**config.mk**
```make
export PLATFORM = sky130hd
export DESIGN_NAME = bounded_message_queue
export DESIGN_NICKNAME = d
export VERILOG_FILES = /design/src/design/bmq_pkg.sv /design/src/design/bmq_store.sv /design/src/design/bmq_ctrl.sv /design/src/design/bounded_message_queue.sv
export VERILOG_INCLUDE_DIRS = /design/src /design/src/design
export SDC_FILE = /design/constraint.sdc
export NUM_CORES = 2
export LEC_CHECK = 0
export ABC_AREA = 0
export BUFFER_PORTS_ARGS = -buffer_cell sky130_fd_sc_hd__clkbuf_2
export CORE_MARGIN = 1
export CORE_UTILIZATION = 30
export CTS_CLUSTER_SIZE = 40
export DETAILED_ROUTE_END_ITERATION = 8
export PLACE_DENSITY_LB_ADDON = 0.2
export SYNTH_ARGS = -nofsm -noshare
export SYNTH_HDL_FRONTEND = slang
export SYNTH_HIERARCHICAL = 1
export SYNTH_SLANG_ARGS = --single-unit
```
**constraint.sdc**
```tcl
create_clock -name clk -period 17.6 [get_ports clk]
set_input_delay 1.76 -clock clk [delete_from_list [all_inputs] [get_ports clk]]
set_output_delay 1.76 -clock clk [all_outputs]
set_load 0.005 [all_outputs]
```
**src/design/bounded_message_queue_assert.svh**
```systemverilog
// Assertion macros for the bounded message queue.
`ifndef BOUNDED_MESSAGE_QUEUE_ASSERT_SVH
`define BOUNDED_MESSAGE_QUEUE_ASSERT_SVH

`ifndef SYNTHESIS

// Checks a property on every clock edge outside reset.
`define BMQ_ASSERT(lbl, prop, msg) \
	lbl: assert property (@(posedge clk) disable iff (!arst_n) (prop)) else $error(msg);

// Checks that a condition never holds.
`define BMQ_ASSERT_NEVER(lbl, cond, msg) \
	`BMQ_ASSERT(lbl, !(cond), msg)

`else

`define BMQ_ASSERT(lbl, prop, msg)
`define BMQ_ASSERT_NEVER(lbl, cond, msg)

`endif

`endif

```
**src/design/bmq_pkg.sv**
```systemverilog
// Types, widths and codes shared by the bounded message queue modules.
package bmq_pkg;

	localparam int unsigned DEPTH_DEF  = 64;
	localparam int unsigned HANDLE_W   = 16;
	localparam int unsigned LEN_W      = 16;
	localparam int unsigned BYTES_W    = 24;
	localparam int unsigned CNT_W      = 7;
	localparam int unsigned MSG_MAX    = 127;
	localparam int unsigned CFG_IDX_W  = 1;
	localparam int unsigned CFG_DATA_W = 24;

	localparam logic [BYTES_W-1:0] BYTE_LIMIT_RST    = 24'd4096;
	localparam logic [CNT_W-1:0]   MESSAGE_LIMIT_RST = 7'd64;

	typedef enum logic {
		OP_SEND = 1'b0,
		OP_RECV = 1'b1
	} opcode_t;

	typedef enum logic [1:0] {
		ST_DONE    = 2'd0,
		ST_REFUSED = 2'd1,
		ST_EMPTY   = 2'd2
	} status_t;

	typedef enum logic [CFG_IDX_W-1:0] {
		REG_BYTE_LIMIT    = 1'b0,
		REG_MESSAGE_LIMIT = 1'b1
	} cfg_reg_t;

	typedef struct packed {
		logic [LEN_W-1:0]    length;
		logic [HANDLE_W-1:0] handle;
	} entry_t;

	typedef struct packed {
		status_t             status;
		logic [HANDLE_W-1:0] handle;
		logic [LEN_W-1:0]    length;
		logic [CNT_W-1:0]    messages;
		logic [BYTES_W-1:0]  bytes;
	} result_t;

endpackage

```
**src/design/bmq_store.sv**
```systemverilog
// Descriptor store: one write port, one registered read port.
module bmq_store
	import bmq_pkg::*;
#(
	parameter int unsigned DEPTH = DEPTH_DEF,
	parameter int unsigned IDX_W = 6
) (
	input  logic             clk,
	input  logic             we,
	input  logic [IDX_W-1:0] waddr,
	input  entry_t           wdata,
	input  logic             re,
	input  logic [IDX_W-1:0] raddr,
	output entry_t           rdata
);

	entry_t mem [DEPTH];
	entry_t rdata_q;

	always_ff @(posedge clk) begin
		if (we) begin
			mem[waddr] <= wdata;
		end
	end

	always_ff @(posedge clk) begin
		if (re) begin
			rdata_q <= mem[raddr];
		end
	end

	assign rdata = rdata_q;

endmodule

```
**src/design/bmq_ctrl.sv**
```systemverilog
// Queue control: limits, pointers, counts and the result stage.
module bmq_ctrl
	import bmq_pkg::*;
#(
	parameter int unsigned DEPTH = DEPTH_DEF,
	parameter int unsigned IDX_W = 6
) (
	input  logic                  clk,
	input  logic                  arst_n,
	input  logic                  cfg_we,
	input  cfg_reg_t              cfg_index,
	input  logic [CFG_DATA_W-1:0] cfg_data,
	input  logic                  in_valid,
	output logic                  in_ready,
	input  opcode_t               in_op,
	input  entry_t                in_entry,
	output logic                  mem_we,
	output logic [IDX_W-1:0]      mem_waddr,
	output entry_t                mem_wdata,
	output logic                  mem_re,
	output logic [IDX_W-1:0]      mem_raddr,
	input  entry_t                mem_rdata,
	output logic                  res_valid,
	input  logic                  res_ready,
	output result_t               res
);

	localparam int unsigned DEPTH_CAP = (DEPTH > MSG_MAX) ? MSG_MAX : DEPTH;
	localparam logic [IDX_W-1:0] LAST_IDX = IDX_W'(DEPTH - 1);

	logic [BYTES_W-1:0] byte_limit_q;
	logic [CNT_W-1:0]   message_limit_q;
	logic [IDX_W-1:0]   oldest_q;
	logic [IDX_W-1:0]   newest_q;
	logic [CNT_W-1:0]   count_q;
	logic [BYTES_W-1:0] byte_count_q;

	logic               s1_valid_q;
	logic               s1_rx_q;
	status_t            s1_status_q;
	logic [CNT_W-1:0]   s1_msgs_q;
	logic [BYTES_W-1:0] s1_bytes_q;

	logic               accept;
	logic               is_send;
	logic [BYTES_W:0]   sum;
	logic               byte_over;
	logic [CNT_W-1:0]   cap;
	logic               cnt_full;
	logic               send_ok;
	logic               s1_fire;
	logic [BYTES_W-1:0] rx_len;
	logic [BYTES_W-1:0] bytes_sub;

	// A dequeue holds the input back until its length is back from the store.
	assign in_ready  = !s1_valid_q || (res_ready && !s1_rx_q);
	assign accept    = in_valid && in_ready;
	assign is_send   = (in_op == OP_SEND);

	assign sum       = {1'b0, byte_count_q} + (BYTES_W+1)'(in_entry.length);
	assign byte_over = sum > {1'b0, byte_limit_q};
	assign cap       = (message_limit_q < CNT_W'(DEPTH_CAP)) ? message_limit_q
	                                                         : CNT_W'(DEPTH_CAP);
	assign cnt_full  = count_q >= cap;
	assign send_ok   = !byte_over && !cnt_full;

	assign mem_we    = accept && is_send && send_ok;
	assign mem_waddr = newest_q;
	assign mem_wdata = in_entry;
	assign mem_re    = accept && !is_send && (count_q != '0);
	assign mem_raddr = oldest_q;

	assign s1_fire   = s1_valid_q && res_ready;
	assign rx_len    = BYTES_W'(mem_rdata.length);
	assign bytes_sub = (byte_count_q >= rx_len) ? (byte_count_q - rx_len) : '0;

	always_ff @(posedge clk or negedge arst_n) begin
		if (!arst_n) begin
			byte_limit_q    <= BYTE_LIMIT_RST;
			message_limit_q <= MESSAGE_LIMIT_RST;
		end else if (cfg_we) begin
			case (cfg_index)
				REG_BYTE_LIMIT:    byte_limit_q    <= cfg_data[BYTES_W-1:0];
				REG_MESSAGE_LIMIT: message_limit_q <= cfg_data[CNT_W-1:0];
				default: ;
			endcase
		end
	end

	always_ff @(posedge clk or negedge arst_n) begin
		if (!arst_n) begin
			oldest_q     <= '0;
			newest_q     <= '0;
			count_q      <= '0;
			byte_count_q <= '0;
		end else begin
			if (mem_we) begin
				newest_q     <= (newest_q == LAST_IDX) ? '0 : newest_q + 1'b1;
				count_q      <= count_q + 1'b1;
				byte_count_q <= sum[BYTES_W-1:0];
			end
			if (mem_re) begin
				oldest_q <= (oldest_q == LAST_IDX) ? '0 : oldest_q + 1'b1;
				count_q  <= count_q - 1'b1;
			end
			if (s1_fire && s1_rx_q) begin
				byte_count_q <= bytes_sub;
			end
		end
	end

	always_ff @(posedge clk or negedge arst_n) begin
		if (!arst_n) begin
			s1_valid_q <= 1'b0;
			s1_rx_q    <= 1'b0;
		end else if (accept) begin
			s1_valid_q <= 1'b1;
			s1_rx_q    <= mem_re;
		end else if (s1_fire) begin
			s1_valid_q <= 1'b0;
			s1_rx_q    <= 1'b0;
		end
	end

	always_ff @(posedge clk) begin
		if (accept) begin
			if (is_send) begin
				s1_status_q <= send_ok ? ST_DONE : ST_REFUSED;
				s1_msgs_q   <= send_ok ? count_q + 1'b1 : count_q;
				s1_bytes_q  <= send_ok ? sum[BYTES_W-1:0] : byte_count_q;
			end else begin
				s1_status_q <= (count_q != '0) ? ST_DONE : ST_EMPTY;
				s1_msgs_q   <= (count_q != '0) ? count_q - 1'b1 : count_q;
				s1_bytes_q  <= byte_count_q;
			end
		end
	end

	assign res_valid    = s1_valid_q;
	assign res.status   = s1_status_q;
	assign res.handle   = s1_rx_q ? mem_rdata.handle : '0;
	assign res.length   = s1_rx_q ? mem_rdata.length : '0;
	assign res.messages = s1_msgs_q;
	assign res.bytes    = s1_rx_q ? bytes_sub : s1_bytes_q;

`include "bounded_message_queue_assert.svh"

	`BMQ_ASSERT(a_count_cap, count_q <= CNT_W'(DEPTH_CAP), "message count above depth")
	`BMQ_ASSERT(a_deq_count, mem_re |=> count_q == $past(count_q) - 1'b1, "dequeue count slip")
	`BMQ_ASSERT(a_refuse_keeps, accept && is_send && !send_ok |=> $stable(byte_count_q) && $stable(count_q), "refused send changed state")
	`BMQ_ASSERT(a_empty_no_bytes, (count_q == '0) && !(s1_valid_q && s1_rx_q) |-> byte_count_q == '0, "bytes held with empty queue")

endmodule

```
**src/design/bounded_message_queue.sv**
```systemverilog
// Two register stages: the result stage, then the output register that drives m_tdata.
// Sends, refusals and empty receives go back to back while results drain; a receive that
// dequeues holds new input until it leaves the result stage, waiting on its stored length.
// Reset: counts, pointers and limits are cleared or set to defaults at once (byte limit
// 4096, message limit 64); the descriptor store is not cleared and needs no sweep.
module bounded_message_queue
	import bmq_pkg::*;
#(
	parameter int unsigned DEPTH = DEPTH_DEF
) (
	input  logic                  clk,
	input  logic                  arst_n,
	input  logic                  cfg_we,
	input  logic [CFG_IDX_W-1:0]  cfg_index,
	input  logic [CFG_DATA_W-1:0] cfg_data,
	input  logic                  s_tvalid,
	output logic                  s_tready,
	input  logic [31:0]           s_tdata,  // message_handle[15:0], message_length[31:16]
	input  logic                  s_tuser,  // opcode
	output logic                  m_tvalid,
	input  logic                  m_tready,
	// out_handle[15:0], out_length[31:16], messages_held[38:32], bytes_held[62:39], zero
	output logic [63:0]           m_tdata,
	output logic [1:0]            m_tuser   // status
);

	localparam int unsigned IDX_W = (DEPTH > 1) ? $clog2(DEPTH) : 1;

	logic             mem_we;
	logic [IDX_W-1:0] mem_waddr;
	entry_t           mem_wdata;
	logic             mem_re;
	logic [IDX_W-1:0] mem_raddr;
	entry_t           mem_rdata;
	entry_t           in_entry;
	logic             res_valid;
	logic             res_ready;
	result_t          res;
	logic             out_valid_q;
	result_t          out_q;

	assign in_entry.handle = s_tdata[15:0];
	assign in_entry.length = s_tdata[31:16];

	bmq_ctrl #(
		.DEPTH (DEPTH),
		.IDX_W (IDX_W)
	) u_ctrl (
		.clk       (clk),
		.arst_n    (arst_n),
		.cfg_we    (cfg_we),
		.cfg_index (cfg_reg_t'(cfg_index)),
		.cfg_data  (cfg_data),
		.in_valid  (s_tvalid),
		.in_ready  (s_tready),
		.in_op     (opcode_t'(s_tuser)),
		.in_entry  (in_entry),
		.mem_we    (mem_we),
		.mem_waddr (mem_waddr),
		.mem_wdata (mem_wdata),
		.mem_re    (mem_re),
		.mem_raddr (mem_raddr),
		.mem_rdata (mem_rdata),
		.res_valid (res_valid),
		.res_ready (res_ready),
		.res       (res)
	);

	bmq_store #(
		.DEPTH (DEPTH),
		.IDX_W (IDX_W)
	) u_store (
		.clk   (clk),
		.we    (mem_we),
		.waddr (mem_waddr),
		.wdata (mem_wdata),
		.re    (mem_re),
		.raddr (mem_raddr),
		.rdata (mem_rdata)
	);

	// output register parts the result stage from the consumer
	assign res_ready = !out_valid_q || m_tready;

	always_ff @(posedge clk or negedge arst_n) begin
		if (!arst_n) begin
			out_valid_q <= 1'b0;
		end else if (res_ready) begin
			out_valid_q <= res_valid;
		end
	end

	always_ff @(posedge clk) begin
		if (res_ready && res_valid) begin
			out_q <= res;
		end
	end

	assign m_tvalid = out_valid_q;
	assign m_tdata  = {1'b0, out_q.bytes, out_q.messages, out_q.length, out_q.handle};
	assign m_tuser  = out_q.status;

endmodule
```
==> impl.org <==
** Run status
- Status :: complete, no violations

** Synth
- Net Count, Synth :: 4,524
- In this run the biggest area consumer among cell types represents 73.1% of the synthesized area.
- By area, the combinational part of the netlist is dominated by multiplexers.
- Synthesis instantiated 86 different standard cells from the library.
- Multiplexer cells account for 15.1% of the synthesized area.
- After synthesis, the mean cell area works out to 20.4 sq um.
- The biggest area contributor in the post-synthesis netlist is sky130_fd_sc_hd__edfxtp_1.
- XOR/XNOR share of the synthesized area :: 0.548%
- Post-synthesis sequential element count :: 2,255
- After synthesis the cells add up to 89,400 sq um.
- Number of enable-type register cells in the synthesized netlist :: 2,178
- Area contributors post-synth :: sky130_fd_sc_hd__edfxtp_1 (73%), sky130_fd_sc_hd__mux4_2 (14%), sky130_fd_sc_hd__dfrtp_1 (2.1%), sky130_fd_sc_hd__mux2i_1 (1.3%), sky130_fd_sc_hd__ha_1 (0.95%)
- Most instantiated library cell after synthesis :: sky130_fd_sc_hd__edfxtp_1
- Synthesized-area fraction occupied by ao, oa, aoi and oai cells :: 3.14%
- Simple-gate portion of the synthesized area :: 3.08%
- Main synth FF type :: sky130_fd_sc_hd__edfxtp_1
- Leading cell types by count after synthesis :: sky130_fd_sc_hd__edfxtp_1 (2,178), sky130_fd_sc_hd__mux4_2 (544), sky130_fd_sc_hd__nor2_1 (184)
- Sequential cells were found to cover 75.3% of the synthesized design area.
- Total of warnings raised by yosys :: 6
- After Yosys synthesis, full adders, half adders and majority gates account for 0.996% of the synthesized area.
- Fraction of synthesis flops using an asynchronous set or reset pin :: 3.41%
- The cell count after synthesis came out at 4,391.

** Hold path
- In this run the worst hold path is classified as flip-flop to flip-flop.
- The startpoint identified for the worst hold timing path is u_ctrl/s1_msgs_q[2].
- Number of cells on the worst hold path :: 0
- Hold endpoint :: m_tdata[34]

** GRT
- In the global route stage, overall resource usage came out at 16.9%.
- Number of global-route vias before repair :: 44,713
- The initial antenna violation count was 20.
- The first global-routing pass estimated 358,000 microns of wire.
- Global-route congestion overflow total :: 0
- Entering global routing, the biggest net connects 90 pins.

** Die
- Row count :: 200
- Measured along the y axis, the die boundary spans 548 microns.
- Full die area :: 300,000 sq um
- In this run the horizontal extent of the chip is 548 microns.
- Initial Utilization :: 30.1%
- 131 I/O pins were placed.
- In this run the standard cell core region covers 297,000 sq um.

** STA
- The hold violation count in the final report came to 0.
- Final number of setup-violating endpoints :: 0
- Headroom to the max-slew limit came out at 13.1%.
- Setup slack closes at 8.75 ns.
- Across the routed clock network, the largest skew measured is 0.0436 ns.
- Slew at the pin closest to its max-slew limit :: 1.30 ns
- Based on the critical path, the design can be clocked at up to 113 MHz.
- In the finished design, the share of the clock period the worst path needs comes to 50.3%.
- Period minus WS final :: 8.85 ns
- Setup repair after global routing left no endpoint under its margin.
- Setup Total Neg Slack :: 0 ns
- The final-report max-slew violation count was 0.

** Worst setup path
- In this run the worst path has a maximum fanout of 65.
- The critical path in this run is classified as input port to flip-flop.
- Setup slack, reg-to-reg :: 9.96 ns
- The worst register-to-register path ends at u_store/mem[30][5].
- Signal arrival time at the worst endpoint :: 9.34 ns
- Type of origin of the critical path :: input port
- STA puts the critical path data required time at 18.09 ns.
- The number of cells on the worst reg-to-reg path is 21.
- Sort of element at the end of the critical path :: flip-flop
- The startpoint identified for the worst register-to-register timing path is u_ctrl/byte_count_q[3].

** Clock network
- Register clock-pin slew on the reported worst setup and hold paths :: 0.06 ns
- Clock network latency to the later pin of the worst-skew pair :: 0.90 ns
- Clock Sink Count :: 2,255
- Number of resized instances in the post-cts repair step :: 0
- Buffers inserted during clock tree synthesis total 234.
- Clock root buffer master :: sky130_fd_sc_hd__clkbuf_16
- TritonCTS clock tree :: built
- Max clock buf depth :: 3
- Postcts setup bufs :: 0
- The H-tree generated during clock tree synthesis spans 4 levels.
- Hold repair after CTS inserted 0 buffers.

** Layout
- Final #Nets :: 4,784
- In the final layout, the share of cells above drive strength 1 is 26.2%.
- Fill cells in the final layout number 27,748.
- Area grow syn2layout :: 14.8%
- Post-layout utilization of the core :: 34.6%

** Power and ir drop
- Post-layout total power :: 15.9 mW
- For this design the static power due to leakage is 32.3 nW.
- PD cells :: 155 nW/um^2
- VDD sags by at most 0.106 mV.

** Route
- The detailed router placed 44,473 vias in this run.
- In the routed layout, each cell is associated on average with a via count of 5.06.
- After detailed routing, the number of remaining DRC violations is 0.
- In the final routed layout, each cell accounts on average for 29.1 microns.
- First drt pass iteration count :: 5
- Total wire length after detailed routing :: 256,000 microns
- The detail route stage leaves a number of antenna-violating nets equal to 0.
- After the first detailed-routing iteration, the DRC count stood at 4,306.

** Placement
- Pre-CTS setup slack :: 7.89 ns
- Placed wire-length estimate after detailed placement :: 155,000 microns
- Input/output buffers :: 129
- Routability-driven placement finished with a final weighted congestion of 0.825.

** Run
- Number of max-cap violations :: 0
-- worst max-delay path, stage by stage --
cell,delay (ns)
sky130_fd_sc_hd__clkbuf_2,0.09
sky130_fd_sc_hd__buf_4,0.60
sky130_fd_sc_hd__ha_1,0.42
sky130_fd_sc_hd__a21o_1,0.21
sky130_fd_sc_hd__a221oi_2,0.38
sky130_fd_sc_hd__a21oi_2,0.15
sky130_fd_sc_hd__a41o_1,0.33
sky130_fd_sc_hd__a21oi_1,0.19
sky130_fd_sc_hd__o21a_1,0.21
sky130_fd_sc_hd__nor2_1,0.07
sky130_fd_sc_hd__xnor2_1,0.14
sky130_fd_sc_hd__ha_1,0.32
sky130_fd_sc_hd__and3_1,0.22
sky130_fd_sc_hd__a221oi_2,0.24
sky130_fd_sc_hd__o21ai_2,0.12
sky130_fd_sc_hd__nor4b_4,0.32
sky130_fd_sc_hd__o211a_1,0.22
sky130_fd_sc_hd__nand2_2,0.37
sky130_fd_sc_hd__inv_2,0.80
sky130_fd_sc_hd__nor2b_1,0.34
sky130_fd_sc_hd__nand3_1,0.51
sky130_fd_sc_hd__buf_4,0.40
sky130_fd_sc_hd__nor2_4,0.79
-- where the power goes --
| part | leakage, nW | total, mW | internal (mW) | switching, mW |
|---|---|---|---|---|
| sequential | 20.6 | 6.36 | 6.15 | 0.212 |
| combinational | 8.20 | 4.79 | 1.85 | 2.94 |
| clock | 3.55 | 4.74 | 2.64 | 2.10 |
| total | 32.3 | 15.9 | 10.6 | 5.26 |
-- cells in the final DEF, fill, tap and decap left out, types with 11 or more instances in the layout --
cell type and n:
sky130_fd_sc_hd__nand2b_1 16, sky130_fd_sc_hd__clkinv_2 37, sky130_fd_sc_hd__dfrtp_1 69, sky130_fd_sc_hd__a21oi_1 112, sky130_fd_sc_hd__xnor2_1 34, sky130_fd_sc_hd__clkbuf_2 125
sky130_fd_sc_hd__mux4_2 544, sky130_fd_sc_hd__o21ai_0 63, sky130_fd_sc_hd__clkbuf_1 77, sky130_fd_sc_hd__xor2_1 22, sky130_fd_sc_hd__nor2_4 64, sky130_fd_sc_hd__nor3_1 22
sky130_fd_sc_hd__nand3_1 41, sky130_fd_sc_hd__nand2_1 158, sky130_fd_sc_hd__mux2i_1 114, sky130_fd_sc_hd__ha_1 68, sky130_fd_sc_hd__and3_1 16, sky130_fd_sc_hd__or3_1 11
sky130_fd_sc_hd__a21o_1 14, sky130_fd_sc_hd__edfxtp_1 2178, sky130_fd_sc_hd__o21ai_1 11, sky130_fd_sc_hd__inv_1 69, sky130_fd_sc_hd__a22oi_1 12, sky130_fd_sc_hd__nor2b_1 23
sky130_fd_sc_hd__and2_1 38, sky130_fd_sc_hd__mux2_2 13, sky130_fd_sc_hd__nor2_1 122, sky130_fd_sc_hd__buf_4 156, sky130_fd_sc_hd__clkinv_1 41, sky130_fd_sc_hd__o221ai_1 29
sky130_fd_sc_hd__o22ai_1 95, sky130_fd_sc_hd__clkbuf_16 236
-- worst max-delay path by stage --
stage	start	end	depth (start not counted)
3_5_place_dp	s_tdata[19]	u_store/mem[30][11]	23
6_report	s_tdata[19]	u_store/mem[30][5]	23
5_1_grt	s_tdata[19]	u_store/mem[30][17]	23
3_3_place_gp	s_tdata[19]	u_store/mem[9][6]	20
2_1_floorplan	s_tdata[19]	u_store/mem[48][0]	21
4_1_cts	s_tdata[19]	u_store/mem[30][23]	23
-- logic make-up after synthesis --
logic type                 after synthesis
buffers and inverters                  332
muxes                                  671
AOI/OAI and AO/OA                      435
DFF                                   2255
and+or+nand+nor                        571
xor gates and xnor gates                56
other                                    1
adders and majority gates               70
-- through the flow --
stage	instances	hold slack [ns]	cell area [sq um]
after floorplan	4391	0.400	89400
after global routing	8788	0.436	103000
after CTS	8787	0.423	103000
after global placement	8354	0.408	95400
final	8793	0.420	103000
after detailed placement	8354	0.409	95400
-- area by class of cell --
cell class                      count  area [sq um]  share of cell area, %
Tap cell                         3939          4930                   4.80
Timing Repair Buffer              285          1880                   1.83
Antenna cell                        6          15.0                 0.0146
Sequential cell                  2255         67400                   65.6
Clock inverter                    116          1050                   1.02
Clock buffer                      317          6250                   6.08
Multi-Input combinational cell   1804         21000                   20.4
Inverter                           71           267                  0.259
-- layer usage --
layer,part of all wire (%),track usage (%),vias to the layer above
li1,-,-,18615
met1,45,24.0,24155
met2,46,26.2,1416
met3,6.5,3.30,279
met4,2.7,4.95,8
met5,0.022,0,-
-- registers in the layout, indices dropped and copies added, names as in the netlist, 24 cells and up --
name                 flops
u_store/rdata           32
u_ctrl/byte_limit_q     24
m_tdata                 63
u_store/mem           2048
u_ctrl/byte_count_q     24
u_ctrl/s1_bytes_q       24
(Power assumes the default switching activity.)
